===== src/sv/radial_tangential_distort_map_macros.svh =====
// ----------------------------------------------------------------------------
// radial_tangential_distort_map_macros
// assertion macros used by the lens distortion map top level
// ----------------------------------------------------------------------------
`ifndef RADIAL_TANGENTIAL_DISTORT_MAP_MACROS_SVH
`define RADIAL_TANGENTIAL_DISTORT_MAP_MACROS_SVH
`ifndef NO_ASSERTIONS
`define RTD_ASSERT_IMPLY(label, clk, rst, ante, cons) \
   label: assert property (@(posedge clk) disable iff (rst) (ante) |-> (cons)) \
      else $error("rtd assertion failed (same cycle)");
`define RTD_ASSERT_NEXT(label, clk, rst, ante, cons) \
   label: assert property (@(posedge clk) disable iff (rst) (ante) |=> (cons)) \
      else $error("rtd assertion failed (next cycle)");
`else
`define RTD_ASSERT_IMPLY(label, clk, rst, ante, cons)
`define RTD_ASSERT_NEXT(label, clk, rst, ante, cons)
`endif
`endif


===== src/sv/rtd_pkg.sv =====
// ----------------------------------------------------------------------------
// rtd_pkg
// types, constants and fixed-point helpers of the lens distortion map
// ----------------------------------------------------------------------------
package rtd_pkg;

   localparam int IMG_WIDTH  = 1024;
   localparam int IMG_HEIGHT = 1024;
   localparam int SCALE_ONE  = 4096;

   typedef logic        [9:0]  coord_type;
   typedef logic        [23:0] color_type;
   typedef logic        [13:0] dest_type;
   typedef logic signed [31:0] coef_type;
   typedef logic signed [33:0] q_type;
   typedef logic signed [47:0] wide_type;
   typedef logic        [27:0] frame_type;
   typedef logic signed [13:0] diff_type;
   typedef logic        [12:0] mag_type;
   typedef logic        [55:0] recip_type;
   typedef logic        [68:0] nprod_type;
   typedef logic        [43:0] nquo_type;
   typedef logic signed [46:0] pprod_type;
   typedef logic signed [48:0] psum_type;
   typedef logic signed [16:0] pix_type;
   typedef logic        [2:0]  csr_idx_type;
   typedef logic        [31:0] csr_data_type;

   typedef struct packed {
      coef_type  k1;
      coef_type  k2;
      coef_type  k3;
      coef_type  k4;
      coef_type  p1;
      coef_type  p2;
      coef_type  skew;
      frame_type frame_w;
      frame_type frame_h;
   } cfg_type;

   // register indexes
   localparam csr_idx_type CSR_K1    = 3'd0;
   localparam csr_idx_type CSR_K2    = 3'd1;
   localparam csr_idx_type CSR_K3    = 3'd2;
   localparam csr_idx_type CSR_K4    = 3'd3;
   localparam csr_idx_type CSR_P1    = 3'd4;
   localparam csr_idx_type CSR_P2    = 3'd5;
   localparam csr_idx_type CSR_SKEW  = 3'd6;
   localparam csr_idx_type CSR_SCALE = 3'd7;

   localparam cfg_type CFG_RESET = '{
      k1:      '0,
      k2:      '0,
      k3:      '0,
      k4:      '0,
      p1:      '0,
      p2:      '0,
      skew:    '0,
      frame_w: frame_type'(IMG_WIDTH * SCALE_ONE),
      frame_h: frame_type'(IMG_HEIGHT * SCALE_ONE)
   };

   // pipeline depths
   localparam int NORM_LAT  = 2;
   localparam int DIST_LAT  = 10;
   localparam int PIX_LAT   = 3;
   localparam int TOTAL_LAT = NORM_LAT + DIST_LAT + PIX_LAT;

   // reciprocals for |2p - size| * 2^31 / size, exact with a 25-bit post shift
   localparam int        NORM_SHIFT = 25;
   localparam recip_type NORM_RX =
      recip_type'(((64'd1 << 56) + 64'(IMG_WIDTH) - 64'd1) / 64'(IMG_WIDTH));
   localparam recip_type NORM_RY =
      recip_type'(((64'd1 << 56) + 64'(IMG_HEIGHT) - 64'd1) / 64'(IMG_HEIGHT));
   localparam nquo_type  NORM_POS_LIM = nquo_type'(64'h1_FFFF_FFFF);
   localparam nquo_type  NORM_NEG_LIM = nquo_type'(64'h2_0000_0000);

   localparam q_type    Q_MAX   = {1'b0, {33{1'b1}}};
   localparam q_type    Q_MIN   = {1'b1, 33'd0};
   localparam wide_type Q_MAX_W = wide_type'(Q_MAX);
   localparam wide_type Q_MIN_W = wide_type'(Q_MIN);
   localparam wide_type Q_ONE_W = wide_type'(64'h1_0000_0000);

   localparam psum_type TRUNC_BIAS = psum_type'(64'hFFFF_FFFF);

   function automatic wide_type ext_q(input q_type v);
      return wide_type'(v);
   endfunction

   function automatic q_type sat_q(input wide_type v);
      q_type r;
      if (v > Q_MAX_W) begin
         r = Q_MAX;
      end else if (v < Q_MIN_W) begin
         r = Q_MIN;
      end else begin
         r = v[33:0];
      end
      return r;
   endfunction

   function automatic q_type sum3_q(input q_type a, input q_type b, input q_type c);
      return sat_q(ext_q(a) + ext_q(b) + ext_q(c));
   endfunction

   function automatic q_type sum2_q(input q_type a, input q_type b);
      return sat_q(ext_q(a) + ext_q(b));
   endfunction

   // q2.32 times q2.32, floor shift by 32, saturate
   function automatic q_type mul_qq(input q_type a, input q_type b);
      logic signed [67:0] p;
      p = a * b;
      return sat_q(wide_type'($signed(p[67:32])));
   endfunction

   // q8.24 times q2.32, floor shift by 24, saturate
   function automatic q_type mul_cq(input coef_type c, input q_type b);
      logic signed [65:0] p;
      p = c * b;
      return sat_q(wide_type'($signed(p[65:24])));
   endfunction

endpackage


===== src/sv/rtd_csr.sv =====
// ----------------------------------------------------------------------------
// rtd_csr
// coefficient registers and precomputed scaled frame size
// ----------------------------------------------------------------------------
module rtd_csr (
   input  logic                  clock,
   input  logic                  reset,
   input  logic                  csr_valid,
   output logic                  csr_ready,
   input  rtd_pkg::csr_idx_type  csr_index,
   input  rtd_pkg::csr_data_type csr_wdata,
   output rtd_pkg::cfg_type      cfg
);

   rtd_pkg::cfg_type cfg_ff;
   rtd_pkg::cfg_type cfg_in;
   logic             ready_ff;

   always_comb begin
      cfg_in = cfg_ff;
      if (csr_valid && ready_ff) begin
         case (csr_index)
            rtd_pkg::CSR_K1:   cfg_in.k1   = rtd_pkg::coef_type'(csr_wdata);
            rtd_pkg::CSR_K2:   cfg_in.k2   = rtd_pkg::coef_type'(csr_wdata);
            rtd_pkg::CSR_K3:   cfg_in.k3   = rtd_pkg::coef_type'(csr_wdata);
            rtd_pkg::CSR_K4:   cfg_in.k4   = rtd_pkg::coef_type'(csr_wdata);
            rtd_pkg::CSR_P1:   cfg_in.p1   = rtd_pkg::coef_type'(csr_wdata);
            rtd_pkg::CSR_P2:   cfg_in.p2   = rtd_pkg::coef_type'(csr_wdata);
            rtd_pkg::CSR_SKEW: cfg_in.skew = rtd_pkg::coef_type'(csr_wdata);
            rtd_pkg::CSR_SCALE: begin
               cfg_in.frame_w = rtd_pkg::frame_type'(rtd_pkg::IMG_WIDTH)
                              * rtd_pkg::frame_type'(csr_wdata[15:0]);
               cfg_in.frame_h = rtd_pkg::frame_type'(rtd_pkg::IMG_HEIGHT)
                              * rtd_pkg::frame_type'(csr_wdata[15:0]);
            end
            default: cfg_in = cfg_ff;
         endcase
      end
   end

   always_ff @(posedge clock) begin
      if (reset) begin
         cfg_ff   <= rtd_pkg::CFG_RESET;
         ready_ff <= 1'b0;
      end else begin
         cfg_ff   <= cfg_in;
         ready_ff <= 1'b1;
      end
   end

   assign cfg       = cfg_ff;
   assign csr_ready = ready_ff;

endmodule


===== config.mk =====
export PLATFORM = sky130hd
export DESIGN_NAME = rtd_csr
export DESIGN_NICKNAME = d
export VERILOG_FILES = /design/src/sv/radial_tangential_distort_map_macros.svh /design/src/sv/rtd_pkg.sv /design/src/sv/rtd_csr.sv
export SDC_FILE = /design/constraint.sdc
export NUM_CORES = 1
export LEC_CHECK = 0
export ABC_AREA = 1
export BUFFER_PORTS_ARGS = -buffer_cell sky130_fd_sc_hd__buf_4
export CAP_MARGIN = 20
export CORE_ASPECT_RATIO = 1.4
export CORE_MARGIN = 2
export CORE_UTILIZATION = 30
export DETAILED_ROUTE_END_ITERATION = 8
export GPL_TIMING_DRIVEN = 1
export PLACE_DENSITY = 0.61
export REMOVE_ABC_BUFFERS = 1
export SKIP_CTS_REPAIR_TIMING = 1
export SYNTH_ARGS = -nofsm -noshare
export SYNTH_HDL_FRONTEND = slang
export SYNTH_SLANG_ARGS = --single-unit

===== constraint.sdc =====
create_clock -name clock -period 3.62 [get_ports clock]
set_input_delay 0.362 -clock clock [delete_from_list [all_inputs] [get_ports clock]]
set_output_delay 0.362 -clock clock [all_outputs]
set_load 0.1 [all_outputs]

Yosys cells after proc, flatten, opt, wreduce, memory -nomap -nowiden

Cells that the tools add are included.

Flip-flop bits (word level): 241
Bits in latches: 0
RAM bits: 0
Memory bits (read-only): 0
Output and inout port bits: 281
Logic and storage cells: 27
Memories: 0

$add $sub $neg: 0
Multiply operators: 0
Divide/modulo/power cells: 0
Order comparisons: 0
Equal/unequal tests: 7
Shift operators: 0
Multiplexer cells: 1
Bitwise gates (word level): 0
Reduce and logical (&&, ||, !) cells: 10

Operator list:

| cell                 | count |
|---|---|
| $reduce_and A2 Y1    | 8 |
| $eq A3 B3 Y1 const B | 4 |
| $eq A3 B2 Y1 const B | 2 |
| $eq A3 B1 Y1 const B | 1 |
| $logic_not A3 Y1     | 1 |
| $logic_and A1 B1 Y1  | 1 |
| $mux W1              | 1 |

Depth between registers and ports, before layout

Gate-level depths: netlist of the first run.

Word-level depth: 2
Depth in mapped cells: 7

Worst setup path before layout of the first run

OpenSTA, ideal clock, no wires.

Kind: flip-flop to flip-flop
Start: register ready_ff (netlist: csr_ready)
End: register cfg_ff (netlist bit cfg[152])
Setup time: 119 ps
Data arrival time: 1899 ps
Required time: 3501 ps
Path slack: 1602 ps
Cell stages (with the launch flop): 8
Path buffers: 2
Period minus slack after synthesis: 2018 ps
Path through: dfxtp_1 > nand2_1 > nor2_1 > clkbuf_1 > buf_2 > nand3_1 > nand2_1 > nor2_1

Longest elaborated chain between the ends: 2

RTL lines:

| item                               | line          | source |
|---|---|---|
| from (decl)                        | rtd_csr.sv:17 | `logic ready_ff;` |
| from (signal assigned)             | rtd_csr.sv:44 | `ready_ff <= 1'b0;` |
| from (signal assigned)             | rtd_csr.sv:47 | `ready_ff <= 1'b1;` |
| $logic_and A1 B1 Y1                | rtd_csr.sv:21 | `if (csr_valid && ready_ff) begin` |
| $reduce_and A2 Y1 (no source line) | -             |  |
| to (signal assigned)               | rtd_csr.sv:43 | `cfg_ff <= rtd_pkg::CFG_RESET;` |
| to (signal assigned)               | rtd_csr.sv:46 | `cfg_ff <= cfg_in;` |
| to (decl)                          | rtd_csr.sv:15 | `rtd_pkg::cfg_type cfg_ff;` |

No other way between the ends.
A chain may end at the register's enable or synchronous reset.

Worst setup path after layout of the first run

Start: register ready_ff (netlist: csr_ready)
End: register cfg_ff (netlist bit cfg[89])

The elaborated chain is that of the path after synthesis.

==> results.md, run 1 <==
STA:
- The total count of hold-check failures in the final report was 0.
- The final setup violation count is 0.
- Setup repair after global routing left no endpoint under its margin.
- After layout, the worst path uses approximately 51% of the clock period.
- The slew at the pin closest to its max-slew limit is a little over 1 ns.
- The worst-case setup margin in the final layout is 1.76 ns.
- Measured against its own limit, the worst slew margin works out to a little under a third.
- The number of max-slew violations in the final report was 0.
- The maximum clock frequency is 538 MHz.
- The smallest clock period supported by the final layout is computed as 1.86 ns.
- Across the routed clock network, the largest skew measured is about 0.016 ns.

Clock tree:
- The later pin in the worst-skew pair is clocked with a latency of ~0.54 ns.
- The total clock buffers created by CTS is 25.
- The cell at the root of the clock tree is clkbuf_16.
- The clock-pin transition on the worst setup and hold timing paths is about 0.060 ns.
- Counting along the longest clock path gives a buffer depth of 3.
- The total number of H-tree levels is 1.
- TritonCTS built the clock tree.
- The clock net in this run drives a total of roughly 240 sinks.

Cells and area:
- Once layout is done, the placed cells without fillers occupy ~0.013 mm².
- The share of the core filled with cells is between 40% and 50%.
- The repair_antennas step left the layout with diodes totalling 0.
- The total number of nets in the final design is around 1700.
- The area growth from synthesis to layout is 31.8%.
- The ratio of cells with drive above 1 in the final layout is around 22%.

Detailed routing:
- The average wire per cell in the routed design is between 15 and 20 µm.
- In the routed design, unresolved DRC markers number 0.
- The total number of vias is 9670.
- After the first detailed-routing iteration, the DRC count stood at ~600.
- For this block, the routed nets add up to between 30000 and 40000 µm of wire.
- The number of search-and-repair iterations in the first detailed-routing pass is 4.
- The number of routed nets with antenna violations is 0.
- After detailed routing, the number of vias per cell comes to around 4.7.

Power and ir drop:
- The static leakage is between 0.005 and 0.006 µW.
- Dividing total power by cell area gives a power density of 491 mW/mm².
- The worst supply voltage drop on vdd is between 200 and 300 µV.
- Overall power consumption after layout is estimated at roughly 6400 µW.

Die:
- Row generation in the floorplan step produced 78 rows.
- The boundary pin count is around 320.
- The total area inside the core boundary comes to between 0.03 and 0.04 mm².
- The floorplan step set the die height to 219 µm.
- The area of the die is 0.0345 mm².
- The horizontal extent of the die is about 160 µm.
- The starting utilization of the core area is a little under a third.

Synthesis:
- Counting flops and latches in the post-synthesis netlist gives roughly 240.
- The mean area per synthesized cell is 7.04 µm².
- The area fraction in and, or, nand and nor cells after synthesis is 35.1%.
- The synthesized netlist devotes 0% of its cell area to adder and majority cells.
- The portion of synthesized area spent on multiplexers is 0%.
- Summing the areas of all compound-gate instances in the mapped netlist gives 6.52% of the synthesized area.
- Yosys printed 0 warnings.
- Synthesis instantiated 14 different standard cells from the library.
- The share of the synthesized netlist area taken by xor and xnor gates is 0%.
- The sequential-to-total area share from yosys stat is between 40% and 50%.
- The cell area that synthesis handed to floorplanning was slightly below 0.01 mm².
- The cell count after synthesis came out at 1407.
- By area, the combinational part of the netlist is dominated by simple AND/OR/NAND/NOR gates.

Setup path:
- Of all nets on the critical path, the largest fanout is 32.
- STA classifies the critical path startpoint as a register.
- The kind of critical path is reg -> reg.
- At the worst endpoint, the arrival time is around 2.3 ns.
- The required time of the critical path is 4.09 ns.
- The worst setup path is captured at a register.

Status:
- The run finished with clean final reports.

GRT:
- Summed over all layers, the global routing overflow is 0.
- The number of antenna violations at the first check in global routing is 0.
- The met2 track demand over resource is a little under a third.
- Global routing used 20.1% of the available met1 tracks.
- The number of global-route vias before repair is about 8700.
- The wire length of the first global-routing pass is a little under 50000 µm.
- The largest net degree at the start of global routing is 105.
- The global-route met3 utilization is 2.76%.
- met2 is the most crowded layer.
- The total global routing track utilization is 17.5%.

Placement:
- The post-place instance area is ~0.012 mm².
- Before CTS, the worst setup slack after placement is 1.61 ns.
- The total of buffers placed on input and output ports is between 200 and 300.
- The congestion estimate from routability-driven global placement came to 0.779.
- Detailed placement ended at an HPWL of around 20000 µm.

Flow run:
- The tool flagged a number of max-cap violations equal to 0.

Hold path:
- The tightest min-delay check is of the in -> reg type.
==> cells in the mapped netlist <==
cell | n | area, µm²
a21oi_1 | 128 | 641
buf_1 | 2 | 7.51
buf_2 | 56 | 280
buf_4 | 44 | 330
clkbuf_1 | 52 | 195
conb_1 | 1 | 3.75
dfxtp_1 | 241 | 4820
inv_1 | 33 | 124
inv_2 | 4 | 15.0
nand2_1 | 245 | 920
nand3_1 | 241 | 1210
nor2_1 | 356 | 1340
nor2_2 | 3 | 18.8
o21ai_0 | 1 | 5.00
==> worst paths after layout <==
| kind | startpoint | to | slack (ns) | depth (start not counted) |
|---|---|---|---|---|
| worst max-delay path | csr_ready | cfg[89] | 1.76 | 4 |
| worst min-delay path | csr_wdata[12] | cfg[50] | 0.05 | 3 |
| worst max register to register | csr_ready | cfg[89] | 1.76 | 4 |
| worst min register to register | cfg[75] | cfg[75] | 0.48 | 2 |
==> cell usage in the layout (no fill, tap or decap), types with 24 or more instances in the layout <==
cell type and count:
nor2_1 350, inv_1 33, dfxtp_1 241, a21oi_1 128, clkbuf_16 25, conb_1 24
buf_4 307, nand3_1 241, nand2_1 245
==> registers in the layout, indices dropped and copies added, names as in the netlist <==
name and count:
cfg 240, csr_ready 1
==> metrics by stage <==
stage                     hold WS [ns]  std cells  setup TNS [ns]
after floorplan                  0.488       1276         -859.18
after global placement           0.463       2031               0
after detailed placement         0.469       2031               0
after CTS                       0.0352       2076               0
after global routing            0.0935       2076               0
final                           0.0549       2076               0
==> routing by layer <==
layer,up-vias,share of wire (%)
met5,-,0
met4,0,4.0
met3,58,5.6
met2,305,50
met1,4458,40
li1,4849,-
==> critical path: stages (launching register included) <==
cell	delay [ns]
dfxtp_1	0.36
nand3_1	0.31
nor2_4	0.90
nor2_1	0.09
nor2_1	0.13
==> layout make-up <==
| type | instances | area [µm²] |
|---|---|---|
| fillers | 3381 | 19400 |
| clock buffers | 40 | 762 |
| multi-input cells | 998 | 4270 |
| well taps | 440 | 551 |
| inverters | 37 | 144 |
| clock inverters | 5 | 42.5 |
| repair buffers | 315 | 2460 |
| flip-flops and latches | 241 | 4820 |
==> cells by family (layout without fill, tap and decap cells) <==
logic type / count (synthesis) / in the layout
flip-flops: 241 / 241
buffers and inverters: 191 / 397
other: 1 / 24
AND/OR/NAND/NOR: 845 / 845
AO/OA/AOI/OAI: 129 / 129
==> report_power, final <==
part	internal, µW	total (µW)	switching [µW]
registers	2710	2750	34.6
logic	212	1110	898
clock network	1440	2550	1110
No activity file was read; power rests on OpenSTA's default activity.
==> run 2, diff against run 1 <==
--- a/config.mk
+++ b/config.mk
@@ -13,7 +13,7 @@
 export CORE_UTILIZATION = 30
 export DETAILED_ROUTE_END_ITERATION = 8
 export GPL_TIMING_DRIVEN = 1
-export PLACE_DENSITY = 0.61
+export PLACE_DENSITY = 0.63
 export REMOVE_ABC_BUFFERS = 1
 export SKIP_CTS_REPAIR_TIMING = 1
 export SYNTH_ARGS = -nofsm -noshare
==> constraint.sdc (replaced) <==
create_clock -name clock -period 1.5 [get_ports clock]
set_input_delay 0.15 -clock clock [delete_from_list [all_inputs] [get_ports clock]]
set_output_delay 0.15 -clock clock [all_outputs]
set_load 0.1 [all_outputs]
==> run 2 against run 1 <==
  * Largest cell class unchanged
  * Sequential power is 140% higher
  * Global-route usage up 0.33 points
  * Design area rose by 4.8%
  * Critical endpoint is now cfg[46]
  * Power grew 150%
  * Sequential share of layout area shrank 1.7 points
  * Critical path type is now reg -> out
  * Via count grew 2.7%
==> results.md, run 2 (synthesis gave the netlist of run 1 again) <==
Status:
- The flow ran to the end, and the final reports show no timing, DRC or antenna violations.

Power and ir drop:
- The worst-case IR drop observed on VDD is slightly above 900 µV.
- The post-layout total power is roughly 16000 µW.
- The analysis attributes to cell leakage a power of a little over 0.006 µW.
- The ratio of total power to cell area is 1160 mW/mm².

GRT:
- For this run, global-route usage on met2 was measured as between 30% and 40%.
- The met1 routing resource usage after global routing is a little over a fifth.
- The largest net degree at the start of global routing is around 60.
- The aggregate global routing overflow is 0.
- The number of global-route vias before repair is 8804.
- The layer flagged by global routing as most heavily used is met2.
- Global routing consumed, on the met3 layer, roughly 2.3% of the routing resources.
- Across every metal layer, demand over resource in global routing totals 17.8%.
- The number of antenna violations at the first check in global routing is 0.
- The first global-routing pass estimated between 40000 and 50000 µm of wire.

Clock tree:
- The insertion delay to the later sink of the worst-skew pair is approximately 0.55 ns.
- No sink is reached through more buffers than the 3 on the longest clock path.
- The total number of H-tree levels is 1.
- The clock-pin transition on the worst setup and hold timing paths is about 0.060 ns.
- The tree is rooted in a clkbuf_16.
- The total clock buffers created by CTS is 25.
- TritonCTS built the clock tree.
- Clock tree synthesis found a total of between 200 and 250 sinks.

Cells and area:
- The most common cell after layout, fill and taps aside is nor2_1.
- The ratio of cells with drive above 1 in the final layout is about a quarter.
- Summing all multi-input logic gate instances after layout gives around 0.0043 mm².
- The post-synthesis to final-layout area growth is 38.1%.
- The antenna diode instance count is 0.
- Leaving out fill and tap cells, the most frequent cells in the layout are nor2_1 (350), buf_4 (324), nand2_1 (244).
- The number of flip-flops in the largest register is 240.
- The total number of nets in the final design is around 1700.
- The filler cell count is 3302.
- Registers take about 0.0048 mm².

Setup path:
- The startpoint identified for the worst register-to-register timing path is csr_ready.
- The kind of critical path is reg -> out.
- The sort of element at the end of the critical path is an output port.
- The worst register-to-register path ends at cfg[157].
- The worst register-to-register path has a depth of 8.
- In this run the number of cells on the critical path is 1.
- The count of buffer and inverter cells on the critical path is 1.
- Data on the critical path arrives at its endpoint at ~1.3 ns.
- In this run the worst path has a maximum fanout of 3.
- The largest individual stage delay along the critical path comes from the cell dfxtp_1.
- STA puts the critical path data required time at approximately 1.4 ns.
- The startpoint kind of the worst setup timing path is a register.
- The biggest cell delay along the critical path is around 0.40 ns.
- The family with the most delay on the worst path is flip-flops.
- The minimum setup slack among reg-to-reg paths is ~0.14 ns.
- The critical path goes through buf_4.

Placement:
- Detailed placement finished with a half-perimeter wire length of roughly 21000 µm.
- Timing analysis after detailed placement gives a worst setup slack of about 0.085 ns.
- The total of buffers placed on input and output ports is about 290.
- The placer's final routability congestion estimate is 0.787.

Detailed routing:
- The via density per instance is about 4.7.
- Dividing the detail-routed wire length by the instance count gives around 16 µm.
- The starting DRC count in detailed routing is around 660.
- Wires add up to 33100 µm.
- The first detailed-routing pass took 5 iterations.
- The final route contains 9932 vias.
- The final routed DRC violation total is 0.
- The count of nets left with antenna violations once routing finished came out at 0.

STA:
- The time the worst path needs with I/O delays and setup is 1.42 ns.
- The clock arrives with ~0.011 ns of skew.
- The final setup violation count is 0.
- On the final layout, the worst hold slack is roughly 0.018 ns.
- Across all setup checks in the final design, the least slack found is roughly 0.077 ns.
- Setup repair after global routing left no endpoint under its margin.
- Setup total negative slack on the finished layout was measured at 0 ns.
- The total count of hold-check failures in the final report is 0.
- The fraction of the cycle the final worst path needs is ~95%.
- The maximum clock frequency is 703 MHz.
- The number of max-slew violations in the final report is 0.

Hold path:
- The end point of the worst hold path is cfg[276].
- In this run the most critical hold path is launched from csr_wdata[28].
- The worst min-delay path class is in -> reg.
- Along the worst hold path, the cell count comes to 5.

Die:
- The floorplan step set the die height to ~220 µm.
- The initialized floorplan defines 78 standard-cell rows.
- The floorplan core area is approximately 0.032 mm².
- The horizontal extent of the die is around 160 µm.
- The boundary pin count is about 320.
- Once the floorplan was initialized, standard cells occupied 30.5% of the core.
- The die covers around 0.035 mm².

Flow run:
- The count of max-cap constraint violations is 0.
run 2: changes by cell type in the layout (fill, tap and decap cells not counted), sizes merged:
cell | previous run | this run
buf | 315 | 346
clkbuf | 40 | 43
bufinv | 0 | 2
dlygate4sd3 | 0 | 2
clkinv | 3 | 4
run 2: area by class of cell:
class,instances,area share [%]
inverters,37,1.05
multi-input cells,998,31.2
well taps,440,4.02
repair buffers,354,22.2
clock inverters,8,0.704
clock buffers,37,5.49
flip-flops and latches,241,35.3
run 2: power by group:
part	switching [µW]	leakage, µW	internal (µW)
Combinational	2200	0.00383	614
Clock	2650	0.000419	3800
Sequential	85.1	0.00195	6540
run 2: layer usage:
metal	vias to the layer above	share of wire, %
met5	-	0
met4	0	5.0
met3	75	5.8
met2	360	50
met1	4565	40
li1	4932	-
run 2: how the worst max path moves through the flow:
stage	from	endpoint
floorplan	csr_ready	cfg[152]
global placement	csr_ready	cfg[153]
detailed placement	csr_ready	cfg[239]
CTS	cfg[46]	cfg[46]
global route	csr_ready	cfg[222]
finish	cfg[46]	cfg[46]
run 2: stage by stage:
stage | cell area, µm² | cells | util (%)
2_1_floorplan | 9180 | 1276 | -
3_3_place_gp | 12600 | 2056 | 38.7
3_5_place_dp | 12600 | 2056 | 38.7
4_1_cts | 13400 | 2101 | 41.3
5_1_grt | 13700 | 2115 | 42.1
6_report | 13700 | 2115 | 42.1
==> run 3, diff against run 2 <==
--- a/config.mk
+++ b/config.mk
@@ -6,7 +6,7 @@
 export NUM_CORES = 1
 export LEC_CHECK = 0
 export ABC_AREA = 1
-export BUFFER_PORTS_ARGS = -buffer_cell sky130_fd_sc_hd__buf_4
+export BUFFER_PORTS_ARGS = -buffer_cell sky130_fd_sc_hd__buf_2
 export CAP_MARGIN = 20
 export CORE_ASPECT_RATIO = 1.4
 export CORE_MARGIN = 2
==> run 3 against run 2 <==
  * The run now ends with setup timing left
  * Global-route usage decreased by 0.74 points
  * Design area shrank 6.0%
  * Sequential power about the same
  * Hold slack better by 0.029 ns
  * Non-clock buffer count decreased by 13
  * Critical path type unchanged
  * Largest cell class unchanged
  * First-iteration DRC count increased by 7.0%
  * Highest routed layer unchanged
  * Maximum frequency decreased by 6.0%
  * Power shrank 3.2%
  * Wire length decreased by 4.0%
  * Clock power fell by 5.7%
  * Via count shrank 1.5%
  * Combinational power is 5% lower
==> results.md, run 3 (synthesis gave the netlist of run 1 again) <==
STA:
- The total count of hold-check failures in the final report is 0.
- The fraction of the cycle the final worst path needs is 101%.
- Setup total negative slack on the finished layout was measured at -0.0238 ns.
- Setup repair after global routing could not meet its margin everywhere.
- Setup violations remaining at the end of the flow were counted as 2.
- The time the worst path needs with I/O delays and setup is about 1.5 ns.
- The worst-case headroom to the max-slew limit is 64.3%.
- The number of max-slew violations in the final report came to 0.
- The worst clock skew is ~0.012 ns.
- After layout, the worst setup slack is -0.0145 ns.
- Derived from the worst setup path, the maximum achievable clock frequency is approximately 660 MHz.
- For the pin with the worst max-slew slack, the measured transition is 0.539 ns.

Die:
- The area of the die is about 0.035 mm².
- The core region is 0.0325 mm².
- The horizontal extent of the die is around 160 µm.
- The boundary pin count is ~320.
- The die boundary height is 219 µm.
- The starting utilization of the core area is between 30% and 40%.
- The site row count is 78.

Setup path:
- The worst-case reg-to-reg path depth is 7.
- The critical path goes through buf_2.
- The startpoint kind of the worst setup timing path is a register.
- The minimum setup slack among reg-to-reg paths is 0.14 ns.
- The endpoint of the worst-slack reg-to-reg timing path is cfg[269].
- Along the worst path, the maximum fanout reaches 3.
- In this run the worst setup path begins at cfg[50].
- The count of buffer and inverter cells on the critical path is 1.
- In this design, the stage delay of the slowest critical-path cell is 0.46 ns.
- Among all stages on the critical path, the largest delay is contributed by buf_2.
- The depth of the critical timing path with buffers and inverters included is 1.
- The sort of element at the end of the critical path is an output port.
- The required time of the critical path is ~1.4 ns.
- The startpoint of the most critical register-to-register path is csr_ready.
- For the worst setup path, the data arrival time is between 1 and 1.5 ns.
- The family with the most delay on the worst path is buffers and inverters.
- The kind of critical path is reg -> out.
- The capturing element of the worst setup path is cfg[50].

Clock tree:
- The clock-pin transition on the worst setup and hold timing paths is 0.06 ns.
- TritonCTS built the clock tree.
- The total number of H-tree levels is 1.
- The insertion delay to the later sink of the worst-skew pair is roughly 0.52 ns.
- For this design, the sink count on the clock tree is ~240.
- The total clock buffers created by CTS is 24.
- The cell at the root of the clock tree is clkbuf_16.
- Counting along the longest clock path gives a buffer depth of 3.

Placement:
- The post-detailed-placement half-perimeter wirelength is just over 20000 µm.
- The total of buffers placed on input and output ports is slightly below 300.
- Routability-driven placement finished with a final weighted congestion of between 0.7 and 0.8.
- After detailed placement, the design holds a cell count of around 2100.

GRT:
- The total global routing track utilization is 17.1%.
- The number of antenna violations at the first check in global routing is 0.
- The number of global-route vias before repair is around 8700.
- The first global-routing pass estimated 47100 µm of wire.
- The aggregate global routing overflow is 0.
- The largest net degree at the start of global routing is 56.

Power and ir drop:
- The ratio of total power to cell area is 1200 mW/mm².
- The static leakage is 0.00606 µW.
- IR analysis of the VDD net gives a maximum drop of roughly 750 µV.

Status:
- The run finished, with violations left.
- The final reports fail on setup timing.

Detailed routing:
- The final wirelength is 31800 µm.
- The top routing layer in use is met4.
- The total number of vias is approximately 9800.
- The number of search-and-repair iterations in the first detailed-routing pass is 5.
- After detailed routing, the number of remaining DRC violations is 0.
- The via density per instance is between 4 and 5.
- The first routing iteration left about 710 violations.
- The number of routed nets with antenna violations is 0.
- The amount of wire on met2 after detailed routing is 16200 µm.
- The met1 wire length is between 10000 and 15000 µm.
- The sum of met3 wire segment lengths after detailed routing is 1910 µm.
- In the final routed layout, each cell accounts on average for 15.1 µm.

Cells and area:
- The total number of nets in the final design is roughly 1700.
- After filler insertion, the fill cell instance count of the layout stands at about 3400.
- In the layout the commonest cells are nor2_1 (350), buf_2 (259), nand2_1 (244).
- The post-synthesis to final-layout area growth is 29.8%.
- The finished layout holds 2100 standard cells, fillers aside.
- The register with the most flip-flops in the layout has between 200 and 250 of them.
- The most common cell after layout, fill and taps aside is nor2_1.
- The number of antenna diodes in the final layout is 0.
- The ratio of cells with drive above 1 in the final layout is between 20% and 30%.

Hold path:
- The worst hold path belongs to the class in -> reg.

Flow run:
- Across the run, the number of max-cap violations was 0.
## run 3: worst min-delay path by stage
stage	startpoint	end	slack (ns)	cells after the start
final	csr_wdata[28]	cfg[244]	0.05	5
after global routing	reset	cfg[244]	0.06	4
after CTS	csr_wdata[12]	cfg[50]	-0.12	3
after detailed placement	csr_wdata[12]	cfg[50]	0.43	3
after global placement	csr_wdata[12]	cfg[50]	0.42	3
after floorplan	csr_wdata[12]	cfg[50]	0.28	2
## run 3: where the power goes
| group | switching, µW | leakage [µW] | internal [µW] |
|---|---|---|---|
| sequential | 78.0 | 0.00195 | 6540 |
| clock | 2500 | 0.000390 | 3570 |
| combinational | 2190 | 0.00372 | 495 |
## run 3: metrics by stage
stage / total power, µW / setup WS (ns) / hold slack [ns] / util [%] / instance area (µm²)
after floorplan: 8840 / -7.76 / 0.276 / - / 9180
after global placement: 9380 / 0.121 / 0.419 / 36.4 / 11800
after detailed placement: 9400 / 0.100 / 0.425 / 36.4 / 11800
after CTS: 15500 / -0.0654 / -0.123 / 38.8 / 12600
after global routing: 15900 / -0.0552 / 0.0646 / 39.6 / 12900
final: 15400 / -0.0145 / 0.0477 / 39.6 / 12900
## run 3: cell type report
type / count / area, µm² / area share [%]
inverters: 37 / 144 / 1.12
well taps: 440 / 551 / 4.28
flip-flops and latches: 241 / 4830 / 37.5
repair buffers: 341 / 2270 / 17.7
clock buffers: 40 / 752 / 5.85
clock inverters: 3 / 40.0 / 0.311
multi-input cells: 998 / 4270 / 33.2
## run 3: metal layers
metal	track usage, %	vias to the layer above
met2	30.6	351
met5	0	-
li1	-	4906
met3	2.51	57
met1	20.2	4470
met4	7.06	0
