--- src/sv/radial_tangential_distort_map_macros.svh ---
// ----------------------------------------------------------------------------
// radial_tangential_distort_map_macros
// assertion macros used by the lens distortion map top level
// ----------------------------------------------------------------------------
`ifndef RADIAL_TANGENTIAL_DISTORT_MAP_MACROS_SVH
`define RADIAL_TANGENTIAL_DISTORT_MAP_MACROS_SVH
`ifndef NO_ASSERTIONS
`define RTD_ASSERT_IMPLY(label, clk, rst, ante, cons) \
   label: assert property (@(posedge clk) disable iff (rst) (ante) |-> (cons)) \
      else $error("rtd assertion failed (same cycle)");
`define RTD_ASSERT_NEXT(label, clk, rst, ante, cons) \
   label: assert property (@(posedge clk) disable iff (rst) (ante) |=> (cons)) \
      else $error("rtd assertion failed (next cycle)");
`else
`define RTD_ASSERT_IMPLY(label, clk, rst, ante, cons)
`define RTD_ASSERT_NEXT(label, clk, rst, ante, cons)
`endif
`endif

--- src/sv/rtd_pkg.sv ---
// ----------------------------------------------------------------------------
// rtd_pkg
// types, constants and fixed-point helpers of the lens distortion map
// ----------------------------------------------------------------------------
package rtd_pkg;

   localparam int IMG_WIDTH  = 1024;
   localparam int IMG_HEIGHT = 1024;
   localparam int SCALE_ONE  = 4096;

   typedef logic        [9:0]  coord_type;
   typedef logic        [23:0] color_type;
   typedef logic        [13:0] dest_type;
   typedef logic signed [31:0] coef_type;
   typedef logic signed [33:0] q_type;
   typedef logic signed [47:0] wide_type;
   typedef logic        [27:0] frame_type;
   typedef logic signed [13:0] diff_type;
   typedef logic        [12:0] mag_type;
   typedef logic        [55:0] recip_type;
   typedef logic        [68:0] nprod_type;
   typedef logic        [43:0] nquo_type;
   typedef logic signed [46:0] pprod_type;
   typedef logic signed [48:0] psum_type;
   typedef logic signed [16:0] pix_type;
   typedef logic        [2:0]  csr_idx_type;
   typedef logic        [31:0] csr_data_type;

   typedef struct packed {
      coef_type  k1;
      coef_type  k2;
      coef_type  k3;
      coef_type  k4;
      coef_type  p1;
      coef_type  p2;
      coef_type  skew;
      frame_type frame_w;
      frame_type frame_h;
   } cfg_type;

   // register indexes
   localparam csr_idx_type CSR_K1    = 3'd0;
   localparam csr_idx_type CSR_K2    = 3'd1;
   localparam csr_idx_type CSR_K3    = 3'd2;
   localparam csr_idx_type CSR_K4    = 3'd3;
   localparam csr_idx_type CSR_P1    = 3'd4;
   localparam csr_idx_type CSR_P2    = 3'd5;
   localparam csr_idx_type CSR_SKEW  = 3'd6;
   localparam csr_idx_type CSR_SCALE = 3'd7;

   localparam cfg_type CFG_RESET = '{
      k1:      '0,
      k2:      '0,
      k3:      '0,
      k4:      '0,
      p1:      '0,
      p2:      '0,
      skew:    '0,
      frame_w: frame_type'(IMG_WIDTH * SCALE_ONE),
      frame_h: frame_type'(IMG_HEIGHT * SCALE_ONE)
   };

   // pipeline depths
   localparam int NORM_LAT  = 2;
   localparam int DIST_LAT  = 10;
   localparam int PIX_LAT   = 3;
   localparam int TOTAL_LAT = NORM_LAT + DIST_LAT + PIX_LAT;

   // reciprocals for |2p - size| * 2^31 / size, exact with a 25-bit post shift
   localparam int        NORM_SHIFT = 25;
   localparam recip_type NORM_RX =
      recip_type'(((64'd1 << 56) + 64'(IMG_WIDTH) - 64'd1) / 64'(IMG_WIDTH));
   localparam recip_type NORM_RY =
      recip_type'(((64'd1 << 56) + 64'(IMG_HEIGHT) - 64'd1) / 64'(IMG_HEIGHT));
   localparam nquo_type  NORM_POS_LIM = nquo_type'(64'h1_FFFF_FFFF);
   localparam nquo_type  NORM_NEG_LIM = nquo_type'(64'h2_0000_0000);

   localparam q_type    Q_MAX   = {1'b0, {33{1'b1}}};
   localparam q_type    Q_MIN   = {1'b1, 33'd0};
   localparam wide_type Q_MAX_W = wide_type'(Q_MAX);
   localparam wide_type Q_MIN_W = wide_type'(Q_MIN);
   localparam wide_type Q_ONE_W = wide_type'(64'h1_0000_0000);

   localparam psum_type TRUNC_BIAS = psum_type'(64'hFFFF_FFFF);

   function automatic wide_type ext_q(input q_type v);
      return wide_type'(v);
   endfunction

   function automatic q_type sat_q(input wide_type v);
      q_type r;
      if (v > Q_MAX_W) begin
         r = Q_MAX;
      end else if (v < Q_MIN_W) begin
         r = Q_MIN;
      end else begin
         r = v[33:0];
      end
      return r;
   endfunction

   function automatic q_type sum3_q(input q_type a, input q_type b, input q_type c);
      return sat_q(ext_q(a) + ext_q(b) + ext_q(c));
   endfunction

   function automatic q_type sum2_q(input q_type a, input q_type b);
      return sat_q(ext_q(a) + ext_q(b));
   endfunction

   // q2.32 times q2.32, floor shift by 32, saturate
   function automatic q_type mul_qq(input q_type a, input q_type b);
      logic signed [67:0] p;
      p = a * b;
      return sat_q(wide_type'($signed(p[67:32])));
   endfunction

   // q8.24 times q2.32, floor shift by 24, saturate
   function automatic q_type mul_cq(input coef_type c, input q_type b);
      logic signed [65:0] p;
      p = c * b;
      return sat_q(wide_type'($signed(p[65:24])));
   endfunction

endpackage

--- src/sv/rtd_pixel.sv ---
// ----------------------------------------------------------------------------
// rtd_pixel
// scale back to pixels, recenter, truncate and check the output frame
// ----------------------------------------------------------------------------
module rtd_pixel (
   input  logic               clock,
   input  logic               reset,
   input  logic               in_valid,
   input  rtd_pkg::q_type     xs,
   input  rtd_pkg::q_type     yd,
   input  rtd_pkg::cfg_type   cfg,
   output logic               out_valid,
   output rtd_pkg::dest_type  dest_col,
   output rtd_pkg::dest_type  dest_row,
   output logic               write_valid
);

   rtd_pkg::psum_type  sum_x;
   rtd_pkg::psum_type  sum_y;
   rtd_pkg::psum_type  adj_x;
   rtd_pkg::psum_type  adj_y;
   logic               ok_x;
   logic               ok_y;
   logic               ok;

   rtd_pkg::pprod_type px_ff;
   rtd_pkg::pprod_type py_ff;
   rtd_pkg::pix_type   xn_ff;
   rtd_pkg::pix_type   yn_ff;
   rtd_pkg::dest_type  dest_col_ff;
   rtd_pkg::dest_type  dest_row_ff;
   logic               write_valid_ff;
   logic [rtd_pkg::PIX_LAT-1:0] valid_ff;

   // add scaled center, truncate toward zero
   always_comb begin
      sum_x = rtd_pkg::psum_type'(px_ff) + rtd_pkg::psum_type'({cfg.frame_w, 19'd0});
      sum_y = rtd_pkg::psum_type'(py_ff) + rtd_pkg::psum_type'({cfg.frame_h, 19'd0});
      adj_x = sum_x + (sum_x[48] ? rtd_pkg::TRUNC_BIAS : rtd_pkg::psum_type'(0));
      adj_y = sum_y + (sum_y[48] ? rtd_pkg::TRUNC_BIAS : rtd_pkg::psum_type'(0));
   end

   // frame check
   always_comb begin
      ok_x = !xn_ff[16] && (xn_ff[15:14] == 2'd0)
             && (rtd_pkg::frame_type'({xn_ff[15:0], 12'd0}) < cfg.frame_w);
      ok_y = !yn_ff[16] && (yn_ff[15:14] == 2'd0)
             && (rtd_pkg::frame_type'({yn_ff[15:0], 12'd0}) < cfg.frame_h);
      ok   = ok_x && ok_y;
   end

   always_ff @(posedge clock) begin
      px_ff          <= rtd_pkg::pprod_type'(xs) * rtd_pkg::pprod_type'(rtd_pkg::IMG_WIDTH);
      py_ff          <= rtd_pkg::pprod_type'(yd) * rtd_pkg::pprod_type'(rtd_pkg::IMG_HEIGHT);
      xn_ff          <= adj_x[48:32];
      yn_ff          <= adj_y[48:32];
      dest_col_ff    <= ok ? xn_ff[13:0] : '0;
      dest_row_ff    <= ok ? yn_ff[13:0] : '0;
      write_valid_ff <= ok;
   end

   always_ff @(posedge clock) begin
      if (reset) begin
         valid_ff <= '0;
      end else begin
         valid_ff <= {valid_ff[rtd_pkg::PIX_LAT-2:0], in_valid};
      end
   end

   assign out_valid   = valid_ff[rtd_pkg::PIX_LAT-1];
   assign dest_col    = dest_col_ff;
   assign dest_row    = dest_row_ff;
   assign write_valid = write_valid_ff;

endmodule

--- config.mk ---
export PLATFORM = sky130hd
export DESIGN_NAME = rtd_pixel
export DESIGN_NICKNAME = d
export VERILOG_FILES = /design/src/sv/radial_tangential_distort_map_macros.svh /design/src/sv/rtd_pkg.sv /design/src/sv/rtd_pixel.sv
export SDC_FILE = /design/constraint.sdc
export NUM_CORES = 1
export LEC_CHECK = 0
export BUFFER_PORTS_ARGS = -buffer_cell sky130_fd_sc_hd__buf_2
export CAP_MARGIN = 10
export CORE_MARGIN = 10
export CORE_UTILIZATION = 32
export CTS_BUF_LIST = sky130_fd_sc_hd__clkbuf_4 sky130_fd_sc_hd__clkbuf_8 sky130_fd_sc_hd__clkbuf_16
export DETAILED_ROUTE_END_ITERATION = 12
export PLACE_DENSITY_LB_ADDON = 0.05
export SYNTH_ARGS = -nofsm -noshare
export SYNTH_HDL_FRONTEND = slang
export SYNTH_SLANG_ARGS = --single-unit
--- constraint.sdc ---
create_clock -name clock -period 4.8 [get_ports clock]
set_input_delay 0 -clock clock [delete_from_list [all_inputs] [get_ports clock]]
set_output_delay 0 -clock clock [all_outputs]
set_load 0.03 [all_outputs]
==> Yosys cells after proc, flatten, opt, wreduce, memory -nomap -nowiden <==
Cells that the tools add are included.
{ "totals": {"regBits": 134, "inputBits": 351, "output_inout_bits": 30, "elab_cells": 25} }
{ "op_classes": {"n_addsub": 4, "n_lt_le_gt_ge": 2, "mux": 2, "reduce_logical": 9} }
{ "ops": {"columns": ["operator", "n"], "rows": [
  ["44-bit by 48-bit adder with 49-bit output", 2],
  ["49-bit by 33-bit adder with 49-bit output", 2],
  ["32-bit 2-to-1 mux", 2],
  ["28-bit < comparator", 2],
  ["1-bit logical AND", 5],
  ["2-bit logical NOT", 2],
  ["1-bit logical NOT", 2]
]} }

==> Logic depth before layout (Yosys ltp) <==
Gate-level depths: netlist of run 1.
{ "depth": {"ltp_word": 4, "depth_mapped": 22, "ltp_nobuf": 22} }

==> Worst setup path before layout of run 1 <==
OpenSTA, ideal clock, no wires.
{ "synth_path": {"path_kind": "register -> register", "from": "register py_ff[43] (netlist name)", "to": "register yn_ff[16]", "setup_time_ns": 0.148, "arrival_ns": 4.708, "required_time_ns": 4.652, "setup_slack_ns": -0.056, "stages_incl_launch_ff": 18, "synth_period_minus_slack_ns": 4.856, "cell_sequence": "dfxtp_1 -> ha_1 -> clkbuf_1 -> a21o_1 -> o311a_1 -> or4_1 -> and2_1 -> ha_1 -> nand4_1 -> nor3_1 -> o2111ai_1 -> or2_2 -> nor4_1 -> or3b_1 -> nand2_1 -> nor4_2 -> nor4b_2 -> xor2_1"} }
{ "synth_via": {"elab_chain_len": 3} }
{ "synth_lines": {"columns": ["element", "line_no", "text"], "rows": [
  ["44-bit by 48-bit adder with 49-bit output *", "rtd_pixel.sv:38", "sum_y = rtd_pkg::psum_type'(py_ff) + rtd_pkg::psum_type'({cfg.frame_h, 19'd0});"],
  ["32-bit 2-to-1 mux", "rtd_pixel.sv:40", "adj_y = sum_y + (sum_y[48] ? rtd_pkg::TRUNC_BIAS : rtd_pkg::psum_type'(0));"],
  ["49-bit by 33-bit adder with 49-bit output *", "rtd_pixel.sv:40", null],
  ["net adj_y[48]", "rtd_pixel.sv:21", "rtd_pkg::psum_type adj_y;"],
  ["end signal: assignment", "rtd_pixel.sv:56", "yn_ff <= adj_y[48:32];"],
  ["end: declaration", "rtd_pixel.sv:29", "rtd_pkg::pix_type yn_ff;"]
]} }
Mark *: on every way through the listed nets, which the timed path passes. The rest lies on a longest branch.
A chain may end at the register's enable or synchronous reset.

==> Worst setup path after layout of run 1 <==
{ "layout_path": {"from": "register py_ff[41]", "to": "register yn_ff[4]"} }
{ "layout_via": {"elab_chain_len": 3} }
{ "layout_lines": {"columns": ["element", "line_no", "text"], "rows": [
  ["start: declaration", "rtd_pixel.sv:27", "rtd_pkg::pprod_type py_ff;"],
  ["start signal: assignment", "rtd_pixel.sv:54", "py_ff <= rtd_pkg::pprod_type'(yd) * rtd_pkg::pprod_type'(rtd_pkg::IMG_HEIGHT);"],
  ["44-bit by 48-bit adder with 49-bit output", "rtd_pixel.sv:38", null],
  ["32-bit 2-to-1 mux", "rtd_pixel.sv:40", null],
  ["49-bit by 33-bit adder with 49-bit output", "rtd_pixel.sv:40", null],
  ["net adj_y[36]", "rtd_pixel.sv:21", null]
]} }
The timed path passes the listed nets, and every way through them passes these cells.

==> flow_metrics.env, run 1 <==
export IMPL_outcome="complete, no violations"
export IMPL_place_ws_ns=0.0292
export IMPL_final_hold_viol_count=0
export IMPL_grt_pass1_wl_mm=44.5
export IMPL_ys_async_sr_fraction=0
export IMPL_whs_ns=0.201
export IMPL_critPathRequiredTime_ns=5.10
export IMPL_ys_flop_type="dfxtp_1"
export IMPL_avgRoutedWirePerCell_um=15.7
export IMPL_hold_path_depth=2
export IMPL_worst_slew_pin_slew_ns=0.727
export IMPL_yosysTopAreaCell="dfxtp_1"
export IMPL_core_area_um2=28100
export IMPL_dp_cells=1641
export IMPL_dr_pass1_iters=5
export IMPL_num_fill_cells=2905
export IMPL_setup_viol=0
export IMPL_netSwitchingPower_mw=1.38
export IMPL_cts_tree="yes"
export IMPL_seq_area_um2=2680
export IMPL_start_kind="register"
export IMPL_die_width_um=189
export IMPL_cp_end_kind="register"
export IMPL_synth_nets=1529
export IMPL_clkPwrFrac=0.330
export IMPL_layout_cells_non_filler=1744
export IMPL_cellPowerDensity_nw_per_um2=332
export IMPL_fin_nets=1840
export IMPL_grt_pass1_vias=8498
export IMPL_ir_worst_vdd_uv=182
export IMPL_r2r_end="yn_ff[4]"
export IMPL_cts_root_buf="clkbuf_16"
export IMPL_syn_cell_area_um2=9190
export IMPL_ys_warn_count=0
export IMPL_synth_top_area_share=0.292
export IMPL_hp_class="in2reg"
export IMPL_yosys_top_cells_area="dfxtp_1 29%, ha_1 18%, a21oi_1 4.9%, xnor2_1 4.6%, a21o_1 3.7%"
export IMPL_p_seq_frac=0.313
export IMPL_initial_utilization=0.327
export IMPL_gp_congestion=0.859
export IMPL_reg2reg_slack_ns=0.25
export IMPL_io_pin_count=381
export IMPL_fin_crit_ns=4.55
export IMPL_p_leak_nw=5.77
export IMPL_swShare=0.335
export IMPL_die_area_um2=35900
export IMPL_synth_seq_cells=134
export IMPL_syn_inst=1042
export IMPL_max_cap_violations=0
export IMPL_drc=0
export IMPL_combinationalPowerShare=0.357
export IMPL_multi_input_area_um2=6300
export IMPL_path_clk_slew_ns=0.07
export IMPL_whs_endpoint="px_ff[21]"
export IMPL_via_count=8321
export IMPL_insertion_delay_ns=0.43
export IMPL_critPathMaxFanout=9
export IMPL_cts_sinks=134
export IMPL_globalRoute_totalOverflow=0
export IMPL_ant_nets=0
export IMPL_dp_final_hpwl_mm=22.5
export IMPL_vias_per_cell=4.77
export IMPL_synth_edf_count=0
export IMPL_port_buffer_count=156
export IMPL_drive_gt1_frac=0.245
export IMPL_period_share=0.947
export IMPL_setup_worst_path_class="reg2reg"
export IMPL_synth_cell_types=88
export IMPL_synthTopCellsByCount="134 x dfxtp_1, 134 x ha_1, 90 x a21oi_1"
export IMPL_setup_ws_ns=0.254
export IMPL_slew_headroom=0.508
export IMPL_synth_avg_cell_area_um2=8.82
export IMPL_track_usage=0.152
export IMPL_cp_arrival_ns=4.85
export IMPL_fin_skew_ns=0.0158
export IMPL_antenna_found_initial=1
export IMPL_clockBufferDepth=2
export IMPL_numCtsBuffers=17
export IMPL_drt_initial_drc_count=258
export IMPL_htreeDepth=4
export IMPL_p_int_mw=2.74
export IMPL_r2r_start="py_ff[41]"
export IMPL_timing_fmax_ghz=0.220
export IMPL_die_h_um=189
export IMPL_rows=61
export IMPL_syn2layout_area_growth_pct=35.0
export IMPL_reg2reg_depth=20
export IMPL_ys_seq_area_frac=0.292
export IMPL_wl_mm=27.4
export IMPL_hp_start="xs[11]"
export IMPL_slew_viol_final=0
export IMPL_grt_max_degree=30
-- worst max-delay path, cell delays in order, from the launching register on --
cell	delay, ns
dfxtp_1	0.31
ha_1	0.30
a21o_1	0.20
a21oi_1	0.18
nor2b_1	0.07
o311a_1	0.31
or4_1	0.50
and2_4	0.20
buf_4	0.17
buf_4	0.15
ha_1	0.28
a21o_1	0.18
a21o_1	0.21
a211oi_1	0.18
o22a_1	0.17
o211ai_1	0.10
or3b_4	0.44
nand2_4	0.10
buf_4	0.15
nor3_1	0.06
xor2_1	0.17
-- through the flow --
stage,power (mW),setup TNS (ns),util,instance area [um^2]
2_1_floorplan,2.23,0,-,9190
3_3_place_gp,2.70,0,0.392,11000
3_5_place_dp,2.71,0,0.392,11000
4_1_cts,4.15,0,0.438,12300
5_1_grt,4.42,-0.0215,0.442,12400
6_report,4.12,0,0.442,12400
-- cells in the final DEF, fill, tap and decap left out, types with 4 or more instances in the layout --
cell type,synthesis,final
a211oi_1,11,10
a21o_1,45,45
a21oi_1,90,84
a21oi_2,5,11
a31oi_1,8,8
a41o_1,4,4
and2_1,39,38
and3_1,13,13
buf_2,9,156
buf_4,0,82
clkbuf_16,0,17
clkinv_2,0,4
clkinvlp_4,0,4
dfxtp_1,134,133
dlygate4sd3_1,0,70
ha_1,134,133
inv_1,61,61
mux2i_1,4,4
nand2_1,81,80
nand2b_1,6,6
nand3_1,19,19
nand4_1,22,22
nor2_1,54,53
nor2b_1,12,11
nor3_1,24,22
nor4_1,8,7
o211ai_1,9,9
o21a_1,11,11
o21ai_0,45,39
o21ai_1,9,15
o21bai_1,8,8
or2_2,5,5
xnor2_1,48,48
xor2_1,27,27
-- per-layer routing --
layer	up-vias	share of wire	track usage
met3	11	0.049	0.0366
met1	3698	0.56	0.232
li1	4431	-	-
met5	-	0	0
met2	181	0.38	0.205
met4	0	0.0067	0.0339
-- power by group through the flow --
stage	Combinational [mW]	Sequential, mW	Clock [mW]
finish	1.47	1.29	1.36
global route	1.66	1.31	1.45
CTS	1.45	1.29	1.41
detailed placement	1.39	1.32	0
global placement	1.38	1.32	0
floorplan	0.936	1.30	0
-- worst max path at each step --
stage,from,end,slack (ns),cells past startpoint
floorplan,py_ff[43],yn_ff[16],0.09,17
global placement,py_ff[23],yn_ff[4],0.09,20
detailed placement,py_ff[23],yn_ff[16],0.03,19
CTS,py_ff[23],yn_ff[16],0.001,19
global route,py_ff[19],yn_ff[16],-0.02,22
finish,py_ff[41],yn_ff[4],0.25,20
-- flip-flops by register name, indices dropped and copies added (netlist names) --
name         flops
write_valid      1
dest_col        14
py_ff           34
yn_ff           17
px_ff           34
xn_ff           17
valid_ff         3
dest_row        14
-- timing repair --
action | in CTS | in global routing
endpoints found under the hold margin | 71 | 0
hold buffers | 70 | 0
buffers inserted | 0 | 1
setup endpoints to repair | 0 | 28
gates resized for setup | 0 | 28
-- area by class of cell --
cell class                 instances  area share
tap                              378      0.0381
clock buffer                      18      0.0354
clock inverter                    13      0.0127
timing repair buffer             309       0.171
antenna                            1    0.000202
multi-input combinational        829       0.508
sequential                       134       0.216
inverter                          62      0.0188
-- cells by family (layout without fill, tap and decap cells) --
group                      Yosys count  in the layout  synth area share
other                                0              1                 0
buffers and inverters               79            402            0.0336
xor gates and xnor gates            78             78            0.0768
DFF                                134            134             0.292
adders and majority gates          136            136             0.187
AOI/OAI and AO/OA                  293            293             0.215
muxes                                4              4           0.00436
and+or+nand+nor                    318            318             0.191
Power figures use the tool's default switching activity.
==> run 2, diff against run 1 <==
--- a/config.mk
+++ b/config.mk
@@ -11,7 +11,7 @@
 export CORE_UTILIZATION = 32
 export CTS_BUF_LIST = sky130_fd_sc_hd__clkbuf_4 sky130_fd_sc_hd__clkbuf_8 sky130_fd_sc_hd__clkbuf_16
 export DETAILED_ROUTE_END_ITERATION = 12
-export PLACE_DENSITY_LB_ADDON = 0.05
+export PLACE_DENSITY = 0.65
 export SYNTH_ARGS = -nofsm -noshare
 export SYNTH_HDL_FRONTEND = slang
 export SYNTH_SLANG_ARGS = --single-unit
==> flow_metrics.env, run 2 (synthesis gave the netlist of run 1 again) <==
export IMPL_max_cap_violations=0
export IMPL_syn2layout_area_growth_pct=34.2
export IMPL_drc=0
export IMPL_setup_viol=0
export IMPL_grt_max_degree=21
export IMPL_numCtsBuffers=17
export IMPL_most_common_layout_cells="156 x buf_2, 133 x ha_1, 133 x dfxtp_1"
export IMPL_gp_congestion=0.907
export IMPL_final_area_um2=12300
export IMPL_drive_gt1_frac=0.238
export IMPL_setup_ws_ns=0.264
export IMPL_antenna_found_initial=1
export IMPL_combinationalPowerShare=0.348
export IMPL_insertion_delay_ns=0.44
export IMPL_critPathRequiredTime_ns=5.10
export IMPL_initial_utilization=0.327
export IMPL_outcome="complete, no violations"
export IMPL_wl_mm=27.1
export IMPL_tns_ns=0
export IMPL_avgRoutedWirePerCell_um=15.6
export IMPL_globalRoute_totalOverflow=0
export IMPL_path_clk_slew_ns=0.08
export IMPL_die_area_um2=35900
export IMPL_cp_end_kind="register"
export IMPL_num_fill_cells=2814
export IMPL_vias_per_cell=4.89
export IMPL_htreeDepth=4
export IMPL_dp_final_hpwl_mm=21.7
export IMPL_period_share=0.945
export IMPL_ir_worst_vdd_uv=227
export IMPL_worst_slew_pin_slew_ns=0.744
export IMPL_die_h_um=189
export IMPL_clockBufferDepth=2
export IMPL_cp_top_family="compound AO/OA/AOI/OAI gates"
export IMPL_grt_pass1_wl_mm=43.2
export IMPL_cellPowerDensity_nw_per_um2=333
export IMPL_grt_pass1_vias=8500
export IMPL_swShare=0.334
export IMPL_cts_sinks=134
export IMPL_fin_nets=1830
export IMPL_track_usage=0.148
export IMPL_netSwitchingPower_mw=1.37
export IMPL_die_width_um=189
export IMPL_cp_cell_sequence="ha_1 > a21oi_1 > o21ai_0 > a21oi_1 > o21ai_1 > a311o_1 > and2_1 > buf_4 > ha_1 > a21o_1 > a21o_1 > a21oi_1 > o21ai_0 > a221o_1 > a211oi_2 > a32oi_1 > or3b_4 > nor4_2 > xnor2_1"
export IMPL_top_regs="px_ff: 34 flops, py_ff: 34 flops"
export IMPL_clkPwrFrac=0.337
export IMPL_start_kind="register"
export IMPL_io_pin_count=381
export IMPL_fin_crit_ns=4.54
export IMPL_setup_worst_path_class="reg2reg"
export IMPL_rows=61
export IMPL_via_count=8486
export IMPL_ant_nets=0
export IMPL_place_ws_ns=0.0110
export IMPL_cts_root_buf="clkbuf_16"
export IMPL_final_hold_viol_count=0
export IMPL_p_int_mw=2.73
export IMPL_slew_viol_final=0
export IMPL_slew_headroom=0.496
export IMPL_critPathMostFrequentCell="a21oi_1"
export IMPL_dr_pass1_iters=5
export IMPL_place_area_um2=10900
export IMPL_core_area_um2=28100
export IMPL_timing_fmax_ghz=0.220
export IMPL_critPathMaxFanout=9
export IMPL_path_buf_inv=1
export IMPL_cp_arrival_ns=4.84
export IMPL_cts_tree="yes"
export IMPL_p_seq_frac=0.315
export IMPL_port_buffer_count=156
export IMPL_hp_class="in2reg"
export IMPL_rsz0062_at_grt="false"
export IMPL_fin_skew_ns=0.0202
export IMPL_cp_slowest_stage_delay_ns=0.44
export IMPL_mostFrequentLayoutCell="buf_2"
export IMPL_p_leak_nw=5.71
export IMPL_drt_initial_drc_count=388
export IMPL_slowest_stage="dfxtp_2"
==> run 2: changes by cell type in the layout (fill, tap and decap cells not counted), moves of 2 or more <==
cell,before,now
o21ai_0,39,43
clkinv_2,4,0
o21ai_1,15,11
a21oi_1,84,86
clkbuf_4,0,2
buf_4,82,72
inv_6,0,4
a21oi_2,11,9
==> run 2: worst paths after layout <==
kind | cells past startpoint | end | start | slack [ns]
max reg2reg | 19 | xn_ff[15] | px_ff[43] | 0.26
min | 2 | px_ff[27] | xs[17] | 0.19
max | 19 | xn_ff[15] | px_ff[43] | 0.26
min reg2reg | 1 | valid_ff[2] | valid_ff[1] | 0.44
==> run 2: metrics by stage <==
step                instances   util  hold slack [ns]  total power [mW]
finish                   1736  0.439            0.188              4.10
global route             1735  0.439            0.189              4.37
detailed placement       1628  0.388            0.104              2.66
floorplan                1042      -           0.0277              2.23
global placement         1628  0.388            0.102              2.63
CTS                      1730  0.435            0.164              4.12
==> run 2: routing by layer <==
metal	vias up	track usage	wire length, um	share of wire
li1	4402	-	-	-
met1	3853	0.208	14100	0.52
met2	211	0.223	11400	0.42
met3	20	0.0307	1290	0.048
met4	0	0.0427	339	0.013
met5	-	0	0	0
==> run 2: worst register-to-register path: stages (launching register included) <==
cell and delay, ns:
dfxtp_2 0.44, ha_1 0.31, a21oi_1 0.20, o21ai_0 0.18, a21oi_1 0.19, o21ai_1 0.11
a311o_1 0.36, and2_1 0.24, buf_4 0.18, ha_1 0.21, a21o_1 0.16, a21o_1 0.17
a21oi_1 0.14, o21ai_0 0.09, a221o_1 0.37, a211oi_2 0.32, a32oi_1 0.21, or3b_4 0.33
nor4_2 0.05, xnor2_1 0.14
==> run 2: power by group through the flow <==
stage	Sequential (mW)	Clock, mW	Combinational [mW]
2_1_floorplan	1.30	0	0.936
3_3_place_gp	1.31	0	1.32
3_5_place_dp	1.32	0	1.35
4_1_cts	1.29	1.42	1.40
5_1_grt	1.31	1.46	1.60
6_report	1.29	1.38	1.43
==> run 2: area by class of cell <==
class                           instances  area [um^2]  share of cell area
Multi-Input combinational cell        829         6280               0.509
Sequential cell                       134         2680               0.218
Timing Repair Buffer                  299         2040               0.166
Tap cell                              378          473              0.0384
Clock buffer                           19          440              0.0357
Inverter                               62          233              0.0189
Clock inverter                         13          171              0.0139
Antenna cell                            2         5.00            0.000406
==> run 2: what timing repair did <==
item                                   4_1_cts  5_1_grt
buffers inserted                             0        4
hold buffers                                70        0
endpoints found under the hold margin       71        0
setup endpoints to repair                    0       27
resized for setup                            0       20
==> run 3, diff against run 2 <==
--- a/config.mk
+++ b/config.mk
@@ -8,10 +8,10 @@
 export BUFFER_PORTS_ARGS = -buffer_cell sky130_fd_sc_hd__buf_2
 export CAP_MARGIN = 10
 export CORE_MARGIN = 10
-export CORE_UTILIZATION = 32
+export CORE_UTILIZATION = 49
 export CTS_BUF_LIST = sky130_fd_sc_hd__clkbuf_4 sky130_fd_sc_hd__clkbuf_8 sky130_fd_sc_hd__clkbuf_16
 export DETAILED_ROUTE_END_ITERATION = 12
-export PLACE_DENSITY = 0.65
+export PLACE_DENSITY = 0.87
 export SYNTH_ARGS = -nofsm -noshare
 export SYNTH_HDL_FRONTEND = slang
 export SYNTH_SLANG_ARGS = --single-unit
==> constraint.sdc (replaced) <==
create_clock -name clock -period 4.6 [get_ports clock]
set_input_delay 0 -clock clock [delete_from_list [all_inputs] [get_ports clock]]
set_output_delay 0 -clock clock [all_outputs]
set_load 0.03 [all_outputs]
==> flow_metrics.env, run 3 (synthesis gave the netlist of run 1 again) <==
export IMPL_critPathMaxFanout=14
export IMPL_outcome="complete, no violations"
export IMPL_path_clk_slew_ns=0.06
export IMPL_track_usage=0.220
export IMPL_dp_final_hpwl_mm=20.3
export IMPL_place_ws_ns=-0.150
export IMPL_swShare=0.322
export IMPL_slew_headroom=0.485
export IMPL_r2r_end="yn_ff[15]"
export IMPL_grt_pass1_vias=8964
export IMPL_drt_initial_drc_count=644
export IMPL_antenna_found_initial=0
export IMPL_rsz0062_at_grt="true"
export IMPL_final_util=0.667
export IMPL_whs_endpoint="py_ff[23]"
export IMPL_port_buffer_count=156
export IMPL_wl_mm=27.8
export IMPL_cts_sinks=134
export IMPL_fin_nets=1848
export IMPL_core_area_um2=18600
export IMPL_ir_worst_vdd_uv=258
export IMPL_reg2reg_slack_ns=0.05
export IMPL_dp_cells=1500
export IMPL_most_common_layout_cells="156 x buf_2, 131 x ha_1, 131 x dfxtp_1"
export IMPL_slew_viol_final=0
export IMPL_syn2layout_area_growth_pct=34.9
export IMPL_initial_utilization=0.495
export IMPL_timing_fmax_ghz=0.220
export IMPL_p_seq_frac=0.299
export IMPL_top_regs="px_ff: 34 flops, py_ff: 34 flops"
export IMPL_start_kind="register"
export IMPL_setup_ws_ns=0.0456
export IMPL_cp_end_kind="register"
export IMPL_via_count=8859
export IMPL_vias_per_cell=5.51
export IMPL_die_area_um2=24600
export IMPL_r2r_start="py_ff[39]"
export IMPL_drc=0
export IMPL_die_h_um=157
export IMPL_max_cap_violations=0
export IMPL_netSwitchingPower_mw=1.45
export IMPL_globalRoute_totalOverflow=0
export IMPL_clockBufferDepth=2
export IMPL_hold_path_depth=2
export IMPL_p_leak_nw=5.85
export IMPL_dr_pass1_iters=5
export IMPL_io_pin_count=381
export IMPL_die_width_um=157
export IMPL_gp_congestion=0.919
export IMPL_ant_nets=0
export IMPL_cts_tree="yes"
export IMPL_grt_pass1_wl_mm=44.0
export IMPL_period_share=0.990
export IMPL_drive_gt1_frac=0.255
export IMPL_mostFrequentLayoutCell="buf_2"
export IMPL_grt_max_degree=30
export IMPL_reg2reg_depth=20
export IMPL_numCtsBuffers=17
export IMPL_layout_cells_non_filler=1607
export IMPL_cts_root_buf="clkbuf_16"
export IMPL_htreeDepth=4
export IMPL_rows=50
export IMPL_avgRoutedWirePerCell_um=17.3
export IMPL_p_int_mw=3.06
export IMPL_fin_crit_ns=4.55
export IMPL_setup_worst_path_class="reg2reg"
export IMPL_insertion_delay_ns=0.43
export IMPL_combinationalPowerShare=0.347
export IMPL_setup_viol=0
export IMPL_diodes=0
export IMPL_worst_slew_pin_slew_ns=0.770
export IMPL_cp_arrival_ns=4.86
export IMPL_clkPwrFrac=0.354
export IMPL_cellPowerDensity_nw_per_um2=364
export IMPL_hp_start="yd[13]"
export IMPL_hp_class="in2reg"
export IMPL_critPathRequiredTime_ns=4.90
export IMPL_final_hold_viol_count=0
export IMPL_fin_skew_ns=0.0104
-- run 3: cell types whose count changed in the layout (fill, tap and decap cells not counted), sizes merged --
| cell | change |
|---|---|
| clkbuf | +1 |
| clkinvlp | -3 |
| diode | -2 |
| and2 | +1 |
| clkinv | +1 |
| buf | +17 |
| bufinv | +3 |
| inv | -3 |
-- run 3: worst max path at each step --
stage | startpoint | slack [ns] | endpoint | depth (start not counted)
after floorplan | py_ff[43] | 0.003 | yn_ff[16] | 17
after global placement | py_ff[33] | 0.03 | yn_ff[16] | 19
after detailed placement | py_ff[39] | -0.15 | yn_ff[16] | 19
after CTS | py_ff[33] | 0.02 | yn_ff[16] | 19
after global routing | py_ff[39] | -0.09 | yn_ff[3] | 22
final | py_ff[39] | 0.05 | yn_ff[15] | 20
-- run 3: cell type report --
| type | instances | area [um^2] |
|---|---|---|
| multi-input combinational | 830 | 6340 |
| timing repair buffer | 316 | 2160 |
| clock inverter | 11 | 221 |
| sequential | 134 | 2690 |
| fill | 1401 | 6190 |
| tap | 234 | 293 |
| clock buffer | 20 | 460 |
| inverter | 62 | 233 |
-- run 3: power groups by stage --
stage               Combinational (mW)  Sequential [mW]  Clock [mW]
finish                            1.56             1.35        1.60
global route                      1.73             1.36        1.66
CTS                               1.50             1.35        1.61
detailed placement                1.42             1.37           0
global placement                  1.38             1.37           0
floorplan                        0.976             1.35           0
-- run 3: metal layers --
metal  track usage  vias to the layer above  routed length (um)
met5             0                        -                   0
met4        0.0796                        0                 718
met3        0.0543                       51                2050
met2         0.347                      314               12400
met1         0.286                     4068               12600
li1              -                     4426                   -
-- run 3: what timing repair did --
item                                    in CTS  in global routing
hold endpoints to repair                    71                  0
endpoints found under the setup margin      11                 31
hold buffers                                70                  0
gates cloned                                 0                  1
buffers inserted                             0                  5
pin swaps                                    1                 18
gates resized for setup                      2                 37
-- run 3: critical path, stage by stage, from the launching register on --
cell and delay (ns):
dfxtp_1 0.31, ha_1 0.33, a21oi_2 0.20, o21ai_0 0.14, a21o_1 0.19, a21o_1 0.20
or4_4 0.54, and2_4 0.21, buf_6 0.16, ha_1 0.30, buf_4 0.14, a21o_1 0.15
a21o_1 0.17, a21oi_1 0.18, o21ai_0 0.12, a21o_1 0.22, a211oi_1 0.23, a21o_1 0.22
a21bo_4 0.19, nor4b_2 0.07, xnor2_1 0.15
-- run 3: stage by stage --
stage / power, mW / instance area, um^2 / TNS [ns] / hold slack [ns]
after floorplan: 2.33 / 9190 / 0 / 0.0277
after global routing: 4.75 / 12400 / -0.669 / 0.194
final: 4.51 / 12400 / 0 / 0.194
after CTS: 4.45 / 12200 / 0 / 0.190
after detailed placement: 2.79 / 10800 / -0.247 / 0.104
after global placement: 2.74 / 10800 / 0 / 0.102
